[src/iep_pkg.sv]
// ----------------------------------------------------------------------------
// iep_pkg
// Shared types and character constants for the IPv4 endpoint parser.
// ----------------------------------------------------------------------------
package iep_pkg;

    localparam logic [7:0]  CHAR_ZERO  = 8'h30;
    localparam logic [7:0]  CHAR_NINE  = 8'h39;
    localparam logic [7:0]  CHAR_COLON = 8'h3A;
    localparam logic [7:0]  CHAR_DOT   = 8'h2E;
    localparam logic [7:0]  CHAR_TAB   = 8'h09;
    localparam logic [7:0]  CHAR_CR    = 8'h0D;
    localparam logic [7:0]  CHAR_SPACE = 8'h20;

    localparam logic [19:0] OCTET_MAX  = 20'd255;
    localparam logic [19:0] PORT_MAX   = 20'd65535;

    typedef enum logic [1:0] {
        STATUS_OK     = 2'd0,
        STATUS_FORMAT = 2'd1,
        STATUS_OCTET  = 2'd2,
        STATUS_PORT   = 2'd3
    } status_t;

    typedef struct packed {
        status_t     status;
        logic [7:0]  octet_a;
        logic [7:0]  octet_b;
        logic [7:0]  octet_c;
        logic [7:0]  octet_d;
        logic [15:0] port_number;
    } iep_result_t;

endpackage

[src/iep_parse.sv]
// ----------------------------------------------------------------------------
// iep_parse
// Parse state for one endpoint string: flags, counters, decimal accumulator
// and octet store. Produces the result for the step that ends the text.
// ----------------------------------------------------------------------------
module iep_parse
    import iep_pkg::*;
(
    input  logic        clk,
    input  logic        rst_n,
    input  logic        step,
    input  logic [7:0]  ch,
    input  logic        last,
    output iep_result_t result
);

    typedef enum logic [1:0] {
        ADDR_OK     = 2'd0,
        ADDR_DOTTED = 2'd1,
        ADDR_FOURTH = 2'd2
    } addr_fault_t;

    typedef struct packed {
        logic        nonempty;
        logic        bad_char;
        logic        overflow;
        logic [15:0] value;
    } field_t;

    localparam field_t FIELD_CLEAR = '{nonempty: 1'b0, bad_char: 1'b0,
                                       overflow: 1'b0, value: 16'd0};

    function automatic logic field_faulty(input field_t f);
        field_faulty = !f.nonempty || f.bad_char || f.overflow;
    endfunction

    function automatic field_t take_char(input field_t f, input logic [7:0] c,
                                         input logic port_phase);
        logic [19:0] limit;
        logic [19:0] v;
        logic [7:0]  digit;
        field_t      r;
        r          = f;
        r.nonempty = 1'b1;
        limit      = port_phase ? PORT_MAX : OCTET_MAX;
        digit      = c - CHAR_ZERO;
        v          = ({4'd0, f.value} << 3) + ({4'd0, f.value} << 1) + {12'd0, digit};
        if (c < CHAR_ZERO || c > CHAR_NINE)
        begin
            r.bad_char = 1'b1;
        end
        else if (!f.bad_char && !f.overflow)
        begin
            if (v > limit)
                r.overflow = 1'b1;
            else
                r.value = v[15:0];
        end
        take_char = r;
    endfunction

    logic        port_phase_reg, port_phase_next;
    logic [2:0]  dot_count_reg, dot_count_next;
    logic [1:0]  colon_count_reg, colon_count_next;
    logic        first_pending_reg;
    field_t      field_reg, field_next;
    logic        format_fault_reg, format_fault_next;
    addr_fault_t addr_fault_reg, addr_fault_next;
    logic [7:0]  octet_reg [4];
    logic [7:0]  octet_next [4];

    logic        is_space;
    logic        is_colon;
    logic        is_dot;
    status_t     status;

    always_comb
    begin
        is_space = (ch >= CHAR_TAB && ch <= CHAR_CR) || ch == CHAR_SPACE;
        is_colon = ch == CHAR_COLON;
        is_dot   = ch == CHAR_DOT && !port_phase_reg;

        port_phase_next   = port_phase_reg;
        dot_count_next    = dot_count_reg;
        colon_count_next  = colon_count_reg;
        field_next        = field_reg;
        addr_fault_next   = addr_fault_reg;
        format_fault_next = format_fault_reg || is_space
                            || (is_colon && (first_pending_reg || last));
        for (int i = 0; i < 4; i++)
            octet_next[i] = octet_reg[i];

        if (is_colon)
        begin
            if (colon_count_reg != 2'd2)
                colon_count_next = colon_count_reg + 2'd1;
            if (colon_count_reg == 2'd0)
            begin
                // first colon closes the fourth octet
                if (dot_count_reg == 3'd3)
                begin
                    octet_next[3] = field_reg.value[7:0];
                    if (field_faulty(field_reg) && addr_fault_reg == ADDR_OK)
                        addr_fault_next = ADDR_FOURTH;
                end
                field_next      = FIELD_CLEAR;
                port_phase_next = 1'b1;
            end
            else
            begin
                field_next = take_char(field_reg, ch, port_phase_reg);
            end
        end
        else if (is_dot)
        begin
            if (dot_count_reg < 3'd3)
            begin
                octet_next[dot_count_reg[1:0]] = field_reg.value[7:0];
                if (field_faulty(field_reg) && addr_fault_reg == ADDR_OK)
                    addr_fault_next = ADDR_DOTTED;
            end
            if (dot_count_reg != 3'd7)
                dot_count_next = dot_count_reg + 3'd1;
            field_next = FIELD_CLEAR;
        end
        else
        begin
            field_next = take_char(field_reg, ch, port_phase_reg);
        end

        priority if (format_fault_next || colon_count_next != 2'd1)
            status = STATUS_FORMAT;
        else if (addr_fault_next == ADDR_DOTTED)
            status = STATUS_OCTET;
        else if (dot_count_next != 3'd3)
            status = STATUS_FORMAT;
        else if (addr_fault_next == ADDR_FOURTH)
            status = STATUS_OCTET;
        else if (field_faulty(field_next) || field_next.value == 16'd0)
            status = STATUS_PORT;
        else
            status = STATUS_OK;

        result.status      = status;
        result.octet_a     = (status == STATUS_OK) ? octet_next[0] : 8'd0;
        result.octet_b     = (status == STATUS_OK) ? octet_next[1] : 8'd0;
        result.octet_c     = (status == STATUS_OK) ? octet_next[2] : 8'd0;
        result.octet_d     = (status == STATUS_OK) ? octet_next[3] : 8'd0;
        result.port_number = (status == STATUS_OK) ? field_next.value : 16'd0;
    end

    always_ff @(posedge clk or negedge rst_n)
    begin
        if (!rst_n)
        begin
            port_phase_reg    <= 1'b0;
            dot_count_reg     <= 3'd0;
            colon_count_reg   <= 2'd0;
            first_pending_reg <= 1'b1;
            field_reg         <= FIELD_CLEAR;
            format_fault_reg  <= 1'b0;
            addr_fault_reg    <= ADDR_OK;
        end
        else if (step)
        begin
            if (last)
            begin
                // string done: back to the start state
                port_phase_reg    <= 1'b0;
                dot_count_reg     <= 3'd0;
                colon_count_reg   <= 2'd0;
                first_pending_reg <= 1'b1;
                field_reg         <= FIELD_CLEAR;
                format_fault_reg  <= 1'b0;
                addr_fault_reg    <= ADDR_OK;
            end
            else
            begin
                port_phase_reg    <= port_phase_next;
                dot_count_reg     <= dot_count_next;
                colon_count_reg   <= colon_count_next;
                first_pending_reg <= 1'b0;
                field_reg         <= field_next;
                format_fault_reg  <= format_fault_next;
                addr_fault_reg    <= addr_fault_next;
            end
        end
    end

    always_ff @(posedge clk)
    begin
        if (step)
        begin
            for (int i = 0; i < 4; i++)
                octet_reg[i] <= octet_next[i];
        end
    end

endmodule

[src/ipv4_endpoint_parser_core.sv]
// Path: a character transfer ending the text reaches the result outputs through
//   the input register, then the result register.
// Throughput: one character per cycle while the input register is not stalled.
// Stall on the result side holds the input register only when it holds the
//   final character of a text.
// Reset: asynchronous, active low; clears the parse state and both valids.
// ----------------------------------------------------------------------------
// ipv4_endpoint_parser_core
// Parses A.B.C.D:PORT text one character per transfer and returns the status,
// four octets and port after the final character.
// ----------------------------------------------------------------------------
module ipv4_endpoint_parser_core
    import iep_pkg::*;
(
    input  logic        clk,
    input  logic        rst_n,
    input  logic        char_valid,
    output logic        char_stall,
    input  logic [7:0]  char_code,
    input  logic        end_of_text,
    output logic        result_valid,
    input  logic        result_stall,
    output logic [1:0]  status,
    output logic [7:0]  octet_a,
    output logic [7:0]  octet_b,
    output logic [7:0]  octet_c,
    output logic [7:0]  octet_d,
    output logic [15:0] port_number
);

    logic        s1_valid_reg;
    logic [7:0]  s1_char_reg;
    logic        s1_last_reg;
    logic        s1_advance;
    logic        out_valid_reg;
    iep_result_t out_reg;
    iep_result_t parse_result;

    // a non-final character never waits on the result side
    assign s1_advance = s1_valid_reg && (!s1_last_reg || !out_valid_reg || !result_stall);
    assign char_stall = s1_valid_reg && !s1_advance;

    iep_parse u_parse (
        .clk    (clk),
        .rst_n  (rst_n),
        .step   (s1_advance),
        .ch     (s1_char_reg),
        .last   (s1_last_reg),
        .result (parse_result)
    );

    always_ff @(posedge clk or negedge rst_n)
    begin
        if (!rst_n)
        begin
            s1_valid_reg  <= 1'b0;
            out_valid_reg <= 1'b0;
        end
        else
        begin
            if (!char_stall)
                s1_valid_reg <= char_valid;
            if (s1_advance && s1_last_reg)
                out_valid_reg <= 1'b1;
            else if (!result_stall)
                out_valid_reg <= 1'b0;
        end
    end

    always_ff @(posedge clk)
    begin
        if (!char_stall && char_valid)
        begin
            s1_char_reg <= char_code;
            s1_last_reg <= end_of_text;
        end
        if (s1_advance && s1_last_reg)
            out_reg <= parse_result;
    end

    assign result_valid = out_valid_reg;
    assign status       = out_reg.status;
    assign octet_a      = out_reg.octet_a;
    assign octet_b      = out_reg.octet_b;
    assign octet_c      = out_reg.octet_c;
    assign octet_d      = out_reg.octet_d;
    assign port_number  = out_reg.port_number;

    a_fault_zeroes: assert property (@(posedge clk) disable iff (!rst_n)
        result_valid && status != STATUS_OK |->
            octet_a == 8'd0 && octet_b == 8'd0 && octet_c == 8'd0 &&
            octet_d == 8'd0 && port_number == 16'd0)
        else $error("fields not zero on a fault status");

    a_ok_port: assert property (@(posedge clk) disable iff (!rst_n)
        result_valid && status == STATUS_OK |-> port_number != 16'd0)
        else $error("ok status with port zero");

    a_stall_holds: assert property (@(posedge clk) disable iff (!rst_n)
        char_stall |-> s1_valid_reg && s1_last_reg && out_valid_reg)
        else $error("input stalled without a pending final character");

    a_last_emits: assert property (@(posedge clk) disable iff (!rst_n)
        s1_advance && s1_last_reg |=> result_valid)
        else $error("final character gave no result");

endmodule
[config.mk]
export PLATFORM = sky130hd
export DESIGN_NAME = ipv4_endpoint_parser_core
export DESIGN_NICKNAME = d
export VERILOG_FILES = /design/src/iep_pkg.sv /design/src/iep_parse.sv /design/src/ipv4_endpoint_parser_core.sv
export SDC_FILE = /design/constraint.sdc
export NUM_CORES = 1
export LEC_CHECK = 0
export BUFFER_PORTS_ARGS = -buffer_cell sky130_fd_sc_hd__buf_2
export CORE_ASPECT_RATIO = 1.1
export CORE_UTILIZATION = 50
export CTS_CLUSTER_SIZE = 24
export DETAILED_ROUTE_END_ITERATION = 8
export PLACE_DENSITY = 0.67
export SETUP_SLACK_MARGIN = 0.2
export SLEW_MARGIN = 10
export SYNTH_ARGS = -nofsm -noshare
export SYNTH_HDL_FRONTEND = slang
export SYNTH_HIERARCHICAL = 1
export SYNTH_SLANG_ARGS = --single-unit
[constraint.sdc]
create_clock -name clk -period 5.1 [get_ports clk]
set_clock_uncertainty 0.05 [all_clocks]
set_input_delay 0.255 -clock clk [delete_from_list [all_inputs] [get_ports clk]]
set_output_delay 0.255 -clock clk [all_outputs]
set_load 0.03 [all_outputs]
==> reports/metrics.cfg, run 1 <==
[critical_path]
worstPathMaxFanout=7
crit_chain=ha_2 -> xnor2_1 -> fa_1 -> ha_4 -> nor2_1 -> o21ai_2 -> buf_4 -> a31oi_1 -> xnor2_2 -> ha_1 -> a211oi_2 -> o21ai_1 -> a221o_1 -> o41ai_4 -> nand4b_1 -> nor4b_4 -> o2111ai_4 -> buf_4 -> buf_12 -> nor2b_1
cp_slowest_cell=fa_1
worstPathArrival_ns=5.38
cp_common_cell=buf_4
cp-start-kind=register
path_class=register to register
path_delay_family=compound AO/OA/AOI/OAI gates
path_buf_inv=3
cp.required_ns=5.30
cpPeakStageDelay_ns=0.48
cp-end-kind=register

[grt]
gr-usage-met1_pct=30.5
grt_pass1_wl_um=25400
grt_pass1_vias=4963
grt.met2_usage_pct=42.4
overflow=0
gr-usage-met3_pct=4.84
grt_usage_pct=24.9
antenna_found_initial=0
busiest_layer=met2
grt_max_degree=51

[clock_network]
clockBufferDepth=2
clk_pin_slew_worst_paths_ns=0.05
cts_tree=done
clock_sinks=122
cts_made_buffers=17
h-tree-depth=4
clk_latency_ns=0.41
cts-root-buf=clkbuf_16

[timing]
tightest_slew_ns=1.05
tns_ns=-0.613
finalHoldViolCount=0
holdWs_ns=0.102
fin_crit_ns=5.18
slew_headroom_pct=29.3
clock.fmax_mhz=193
fin_ws_ns=-0.0799
post-route-period-util_pct=102
slew_violations=0
setup_viol=29
grt_setup_unrepaired=yes

[yosys]
ys_ff_latch=122
synth_edf_count=91
async_flop_share_pct=25.4
ys_types=64
synth-seq-area-share_pct=52.9
synth_ff_type=edfxtp_1
synth_fp_nets=625
syn_avg_cell_area_um2=11.8
ys.warnings.count=6
synth_area_um2=6640
synthCells=561

[final_layout]
n_fill_cell=926
diodes=0
mostFrequentLayoutCells=edfxtp_1 (91), buf_4 (70), buf_2 (64), nor2_1 (42), ha_1 (39)
utilization_pct=69.1
finalNetCount=781
register_area_um2=3510
multi_input_area_um2=3260
area_growth_pct=33.2
layout-drive-gt1-share_pct=36.2
final_common_cell=edfxtp_1
largest_reg_flops=32

[placement]
place_ws_ns=-0.207
place_hpwl_um=10900
port_buffers=64
gp_congestion=0.936

[power]
power.total_mw=2.66
cellPowerDensity_nw_per_um2=301
ir_drop_mv=0.177
leakagePower_nw=3.73

[routing]
via_count=5137
wl_um=17000
drt-initial-drc-count=461
viasPerCell=5.79
postRouteAntennaNets=0
drc=11
drtPass1Iterations=8
wl_per_cell_um=19.1

[die]
die_h_um=123
die_area_um2=13700
coreArea_um2=12800
die_w_um=112
row_count=43
start_util_pct=51.8
io_pins=65

[status]
violations=DRC, setup timing
outcome=finished with violations

[job]
maxCapViolations=0

[hold_path]
min_path_type=input port to register

==> layout make-up <==
class / instances / share of cell area [%]
Inverter: 27 / 1.17
Sequential cell: 122 / 39.7
Clock buffer: 21 / 5.32
Tap cell: 157 / 2.22
Multi-Input combinational cell: 392 / 36.9
Timing Repair Buffer: 157 / 13.1
Clock inverter: 11 / 1.63
==> final timing paths <==
path / from / to / slack (ns) / depth (start not counted)
max: s1_char_reg[5] / octet_a[4] / -0.08 / 20
min: result_stall / result_valid / 0.10 / 3
max reg2reg: s1_char_reg[5] / octet_a[4] / -0.08 / 20
min reg2reg: u_parse/field_reg[16] / u_parse/field_reg[16] / 0.48 / 2
max in group asynchronous: rst_n / u_parse/field_reg[13] / 4.14 / 2
min in group asynchronous: rst_n / u_parse/colon_count_reg[1] / 0.38 / 2
==> where the power goes <==
| part | switching (mW) | internal [mW] | total, mW |
|---|---|---|---|
| sequential | 0.0235 | 1.13 | 1.15 |
| clock | 0.415 | 0.805 | 1.22 |
| combinational | 0.172 | 0.119 | 0.291 |
| total | 0.611 | 2.05 | 2.66 |
==> cell usage after synthesis, drive strengths merged, types with 4 or more instances <==
master / number / area (um2)
and3: 4 / 30.0
a21o: 6 / 45.0
edfxtp: 91 / 2730
o22ai: 5 / 31.3
nand2: 27 / 101
ha: 45 / 563
xor2: 5 / 43.8
nor4b: 4 / 41.3
dfrtp: 30 / 751
nand2b: 8 / 50.1
buf: 6 / 45.0
nor2: 44 / 168
nor2b: 37 / 231
clkbuf: 14 / 52.6
a22o: 11 / 96.3
o2bb2ai: 7 / 61.3
o21ai: 27 / 135
xnor2: 7 / 61.3
a21oi: 29 / 145
mux2: 33 / 372
nand4: 6 / 43.8
nand3: 7 / 35.0
or4: 4 / 30.0
nor3: 10 / 50.1
a31oi: 9 / 56.3
inv: 27 / 101
o21a: 7 / 52.6
fa: 6 / 120
==> repair_timing <==
action / CTS / global route
hold buffers: 11 / 0
buffers inserted: 35 / 11
gates resized for setup: 34 / 36
gates cloned: 2 / 1
pin swaps: 9 / 18
hold endpoints to repair: 40 / 0
setup endpoints to repair: 66 / 66
==> per-stage QoR <==
stage	area, um2	instances
floorplan	6640	561
global placement	7360	795
detailed placement	7360	795
CTS	8580	875
global route	8840	887
finish	8840	887
==> worst min-delay path: cells and delay by family <==
kind                   cells  cell delay [ns]
buffers and inverters      1             0.15
and+or+nand+nor            2             0.12
==> per-layer routing <==
| metal | part of all wire [%] | wire length [um] |
|---|---|---|
| met1 | 43 | 7280 |
| met4 | 2.8 | 474 |
| met2 | 50 | 8540 |
| met5 | 0 | 0 |
| met3 | 4.1 | 694 |
==> cell families (layout without fill, tap and decap cells) <==
kind of cell / count (synthesis) / in the layout / share of synthesized area [%]
xor+xnor: 12 / 12 / 1.58
simple gates: 169 / 169 / 13.8
compound gates: 126 / 126 / 12.7
fa+ha+maj: 51 / 51 / 10.3
flops: 122 / 122 / 52.9
buf+inv: 47 / 216 / 3.00
mux: 34 / 34 / 5.75
No activity file was read; power rests on OpenSTA's default activity.
==> run 2: changes to the inputs <==
CORE_UTILIZATION = 39   (was 50)
PLACE_DENSITY = 0.54   (was 0.67)
==> reports/metrics.cfg, run 2 (synthesis gave the netlist of run 1 again) <==
[status]
outcome=finished with violations
violations=setup timing

[job]
maxCapViolations=0

[routing]
drtPass1Iterations=5
via_count=4994
wl_um=17000
viasPerCell=5.45
drc=0
postRouteAntennaNets=0
wl_per_cell_um=18.5
drt-initial-drc-count=231

[timing]
slew_violations=0
finalHoldViolCount=0
clock.fmax_mhz=190
grt_setup_unrepaired=yes
tightest_slew_ns=1.05
setup_viol=50
post-route-period-util_pct=103
slew_headroom_pct=29.0
fin_ws_ns=-0.154
fin_crit_ns=5.25
tns_ns=-5.67

[clock_network]
clockBufferDepth=2
cts-root-buf=clkbuf_16
clock_sinks=122
cts_tree=done
clk_latency_ns=0.41
clk_pin_slew_worst_paths_ns=0.05
cts_made_buffers=17
h-tree-depth=4

[critical_path]
cp-end-kind=register
cp.required_ns=5.31
path_class=register to register
cp-start-kind=register
worstPathMaxFanout=6
worstPathArrival_ns=5.46

[power]
ir_drop_mv=0.221
power.total_mw=2.53
cellPowerDensity_nw_per_um2=296
leakagePower_nw=3.59

[grt]
grt_max_degree=51
grt_pass1_wl_um=27500
grt_usage_pct=20.6
grt_pass1_vias=5103
antenna_found_initial=0
overflow=0

[die]
coreArea_um2=16500
start_util_pct=40.3
die_area_um2=17500
row_count=49
io_pins=65
die_h_um=139
die_w_um=126

[final_layout]
mostFrequentLayoutCells=edfxtp_1 (91), buf_2 (65), buf_4 (56), nor2_1 (43), ha_1 (41)
area_growth_pct=29.2
fin_cells=917
final_common_cell=edfxtp_1
utilization_pct=52.0
multi_input_area_um2=3150
layout-drive-gt1-share_pct=31.8
register_area_um2=3510
fin_area_um2=8580
largest_reg_flops=32
finalNetCount=764
n_fill_cell=1449
diodes=0

[placement]
dpl.cell_count=859
gp_congestion=0.941
place_area_um2=7550
place_hpwl_um=12000
port_buffers=64

[hold_path]
min_path_type=input port to register

==> run 2: cell types whose count changed in the layout (fill, tap and decap cells not counted), moves of 3 or more <==
cell      previous run  this run
clkbuf_8             3         0
clkbuf_1             1         5
a21oi_1             23        26
buf_4               70        56
o21ai_0             20        24
a21oi_2              5         2
buf_6                7         3
==> run 2: worst max-delay path: stages, from the launching register on <==
cell       delay, ns
edfxtp_1        0.45
inv_2           0.11
ha_4            0.20
fa_1            0.43
ha_1            0.33
buf_4           0.14
o211ai_1        0.19
a21o_1          0.17
a21oi_2         0.08
or4_4           0.44
nand2_2         0.10
inv_2           0.05
ha_4            0.26
nand3_2         0.07
nor3_2          0.12
nand4_1         0.13
o41ai_2         0.28
nand4b_1        0.24
nor4b_4         0.46
o2111ai_4       0.29
buf_4           0.25
buf_12          0.13
nor2b_1         0.13
==> run 2: report_power, final <==
group | internal (mW) | switching, mW
Combinational | 0.103 | 0.158
Clock | 0.713 | 0.410
Sequential | 1.13 | 0.0213
Total | 1.95 | 0.589
==> run 2: repair_timing <==
action / in CTS / in global routing
hold buffers: 11 / 0
cloned: 4 / 1
resized for setup: 32 / 9
endpoints found under the setup margin: 66 / 66
setup buffers: 9 / 1
endpoints found under the hold margin: 40 / 0
pin swaps: 0 / 0
==> run 2: area by class of cell <==
type	count	share of cell area (%)
sequential	122	40.9
multi-input combinational	392	36.7
clock inverter	10	1.24
timing repair buffer	140	11.8
tap	204	2.98
clock buffer	22	5.18
inverter	27	1.18
==> run 2: layer usage <==
layer	vias to the layer above	global-route usage [%]	wire length, um
met1	2440	26.2	7580
met3	33	4.40	663
met2	142	33.6	8240
li1	2379	-	-
met4	0	9.45	520
met5	-	0	0
==> run 2: through the flow <==
step | setup slack (ns) | hold slack, ns
floorplan | 0.357 | -0.0906
global placement | -0.0587 | 0.309
CTS | 0.0217 | 0.0729
detailed placement | -0.140 | 0.320
finish | -0.154 | 0.0834
global route | -0.368 | 0.0989
==> run 2: worst paths after layout <==
path | cells past startpoint | to | slack [ns] | from
worst min register to register | 2 | u_parse/field_reg[16] | 0.49 | u_parse/field_reg[16]
max in group asynchronous | 2 | u_parse/field_reg[7] | 4.10 | rst_n
worst max-delay path | 22 | octet_a[6] | -0.15 | s1_char_reg[5]
worst min-delay path | 3 | result_valid | 0.08 | result_stall
worst max register to register | 22 | octet_a[6] | -0.15 | s1_char_reg[5]
min in group asynchronous | 2 | u_parse/colon_count_reg[0] | 0.40 | rst_n
==> run 3: changes to the inputs <==
CELL_PAD_IN_SITES_DETAIL_PLACEMENT = 1   (was unset)
CELL_PAD_IN_SITES_GLOBAL_PLACEMENT = 2   (was unset)
HOLD_SLACK_MARGIN = 0.12   (was unset)
PLACE_DENSITY = 0.76   (was 0.54)
clock period = 6.1 ns   (was 5.1 ns; I/O delays follow)
==> reports/metrics.cfg, run 3 (synthesis gave the netlist of run 1 again) <==
[critical_path]
cp_common_cell=ha_1
cpPeakStageDelay_ns=0.44
path_buf_inv=3
path_delay_family=simple AND/OR/NAND/NOR gates
crit_chain=inv_1 -> ha_1 -> fa_1 -> ha_1 -> o211ai_1 -> a21o_1 -> a21oi_1 -> or4_1 -> nand2_1 -> inv_1 -> ha_1 -> nand3_1 -> nor3_1 -> nand4_1 -> o41ai_2 -> nand4b_1 -> nor4b_4 -> o2111ai_4 -> buf_4 -> nor3_1
worstPathMaxFanout=6
cp.required_ns=6.22
cp-end-kind=register
path_class=register to register
cp_slowest_cell=or4_1
worstPathArrival_ns=5.68
cp-start-kind=register

[timing]
setup_viol=0
tns_ns=0
slew_violations=0
fin_crit_ns=5.56
finalHoldViolCount=0
slew_headroom_pct=35.2
tightest_slew_ns=0.958
post-route-period-util_pct=91.2
grt_setup_unrepaired=no
clock.fmax_mhz=180

[routing]
drt-initial-drc-count=249
postRouteAntennaNets=0
viasPerCell=5.52
via_count=4744
drtPass1Iterations=4
wl_um=17200
drc=0
wl_per_cell_um=20.0

[die]
die_w_um=126
start_util_pct=40.3
die_h_um=139
coreArea_um2=16500
io_pins=65
die_area_um2=17500
row_count=49

[grt]
overflow=0
grt_pass1_wl_um=27700
grt_pass1_vias=5061
grt_max_degree=51
antenna_found_initial=0
grt_usage_pct=20.6

[placement]
dpl.cell_count=814
gp_congestion=0.891
port_buffers=64
place_hpwl_um=12500

[status]
outcome=finished, final reports clean

[final_layout]
finalNetCount=706
fin_cells=859
final_common_cell=edfxtp_1
diodes=0
layout-drive-gt1-share_pct=22.3
largest_reg_flops=32
area_growth_pct=19.3
mostFrequentLayoutCells=edfxtp_1 (91), buf_2 (64), ha_1 (45), nor2_1 (43), nor2b_1 (37)

[clock_network]
cts_tree=done
cts-root-buf=clkbuf_16
clk_pin_slew_worst_paths_ns=0.06
clk_latency_ns=0.40
clock_sinks=122
cts_made_buffers=17
h-tree-depth=4
clockBufferDepth=2

[power]
ir_drop_mv=0.185
cellPowerDensity_nw_per_um2=271
power.total_mw=2.15
leakagePower_nw=3.23

[job]
maxCapViolations=0

[hold_path]
min_path_type=input port to register

## run 3: changes by cell type in the layout (fill, tap and decap cells not counted), moves of 3 or more
cell,delta
buf_16,-3
inv_1,+3
buf_6,-3
inv_2,-3
clkbuf_1,-3
ha_4,-3
or4_4,-3
or4_1,+3
clkinvlp_4,+4
ha_1,+4
buf_4,-49
## run 3: area by class of cell
cell class / instances / area (um2)
clock buffers: 19 / 433
multi-input cells: 392 / 2990
clock inverters: 13 / 151
flip-flops and latches: 122 / 3510
inverters: 27 / 101
repair buffers: 82 / 483
fillers: 1755 / 8570
well taps: 204 / 255
## run 3: per-layer routing
metal / global-route usage [%] / vias to the layer above / share of wire, %
met3: 3.05 / 19 / 2.8
met4: 7.29 / 0 / 1.6
met2: 36.5 / 83 / 52
met1: 25.5 / 2387 / 43
met5: 0 / - / 0
li1: - / 2255 / -
## run 3: worst register-to-register path: cells and delay by family (launching register included)
| family | cells | cell delay, ns |
|---|---|---|
| DFF | 1 | 0.41 |
| AOI/OAI and AO/OA | 5 | 1.09 |
| and+or+nand+nor | 8 | 1.94 |
| buffers and inverters | 3 | 0.45 |
| adders and majority gates | 4 | 1.39 |
## run 3: worst paths after layout
check                                            to  cells past startpoint                  from  slack [ns]
setup / recovery                     port_number[8]                     20        s1_char_reg[4]        0.54
hold / removal                         result_valid                      3          result_stall        0.17
setup reg to reg                     port_number[8]                     20        s1_char_reg[4]        0.54
hold reg to reg                u_parse/field_reg[8]                      1  u_parse/field_reg[8]        0.50
max in group asynchronous      u_parse/field_reg[2]                      2                 rst_n        5.04
min in group asynchronous  u_parse/dot_count_reg[0]                      2                 rst_n        0.47
## run 3: metrics by stage
| step | instance area, um2 | setup WS [ns] | hold slack, ns | util (%) |
|---|---|---|---|---|
| 3_5_place_dp | 7190 | 0.306 | 0.361 | 43.6 |
| 3_3_place_gp | 7190 | 0.664 | 0.348 | 43.6 |
| 4_1_cts | 7890 | 0.287 | 0.142 | 47.8 |
| 6_report | 7920 | 0.540 | 0.170 | 48.0 |
| 5_1_grt | 7920 | 0.295 | 0.160 | 48.0 |
| 2_1_floorplan | 6640 | 1.36 | -0.0406 | - |
## run 3: report_power, final
part	switching, mW	total (mW)	internal, mW
Sequential	0.0210	0.965	0.944
Clock	0.353	0.990	0.637
Combinational	0.126	0.194	0.0680
Total	0.500	2.15	1.65
## run 3: repair_timing
item                                    in CTS  in global routing
endpoints found under the setup margin       0                 60
resized for setup                            0                  4
hold buffers                                11                  0
hold endpoints to repair                    40                  0
buffers inserted                             0                  2
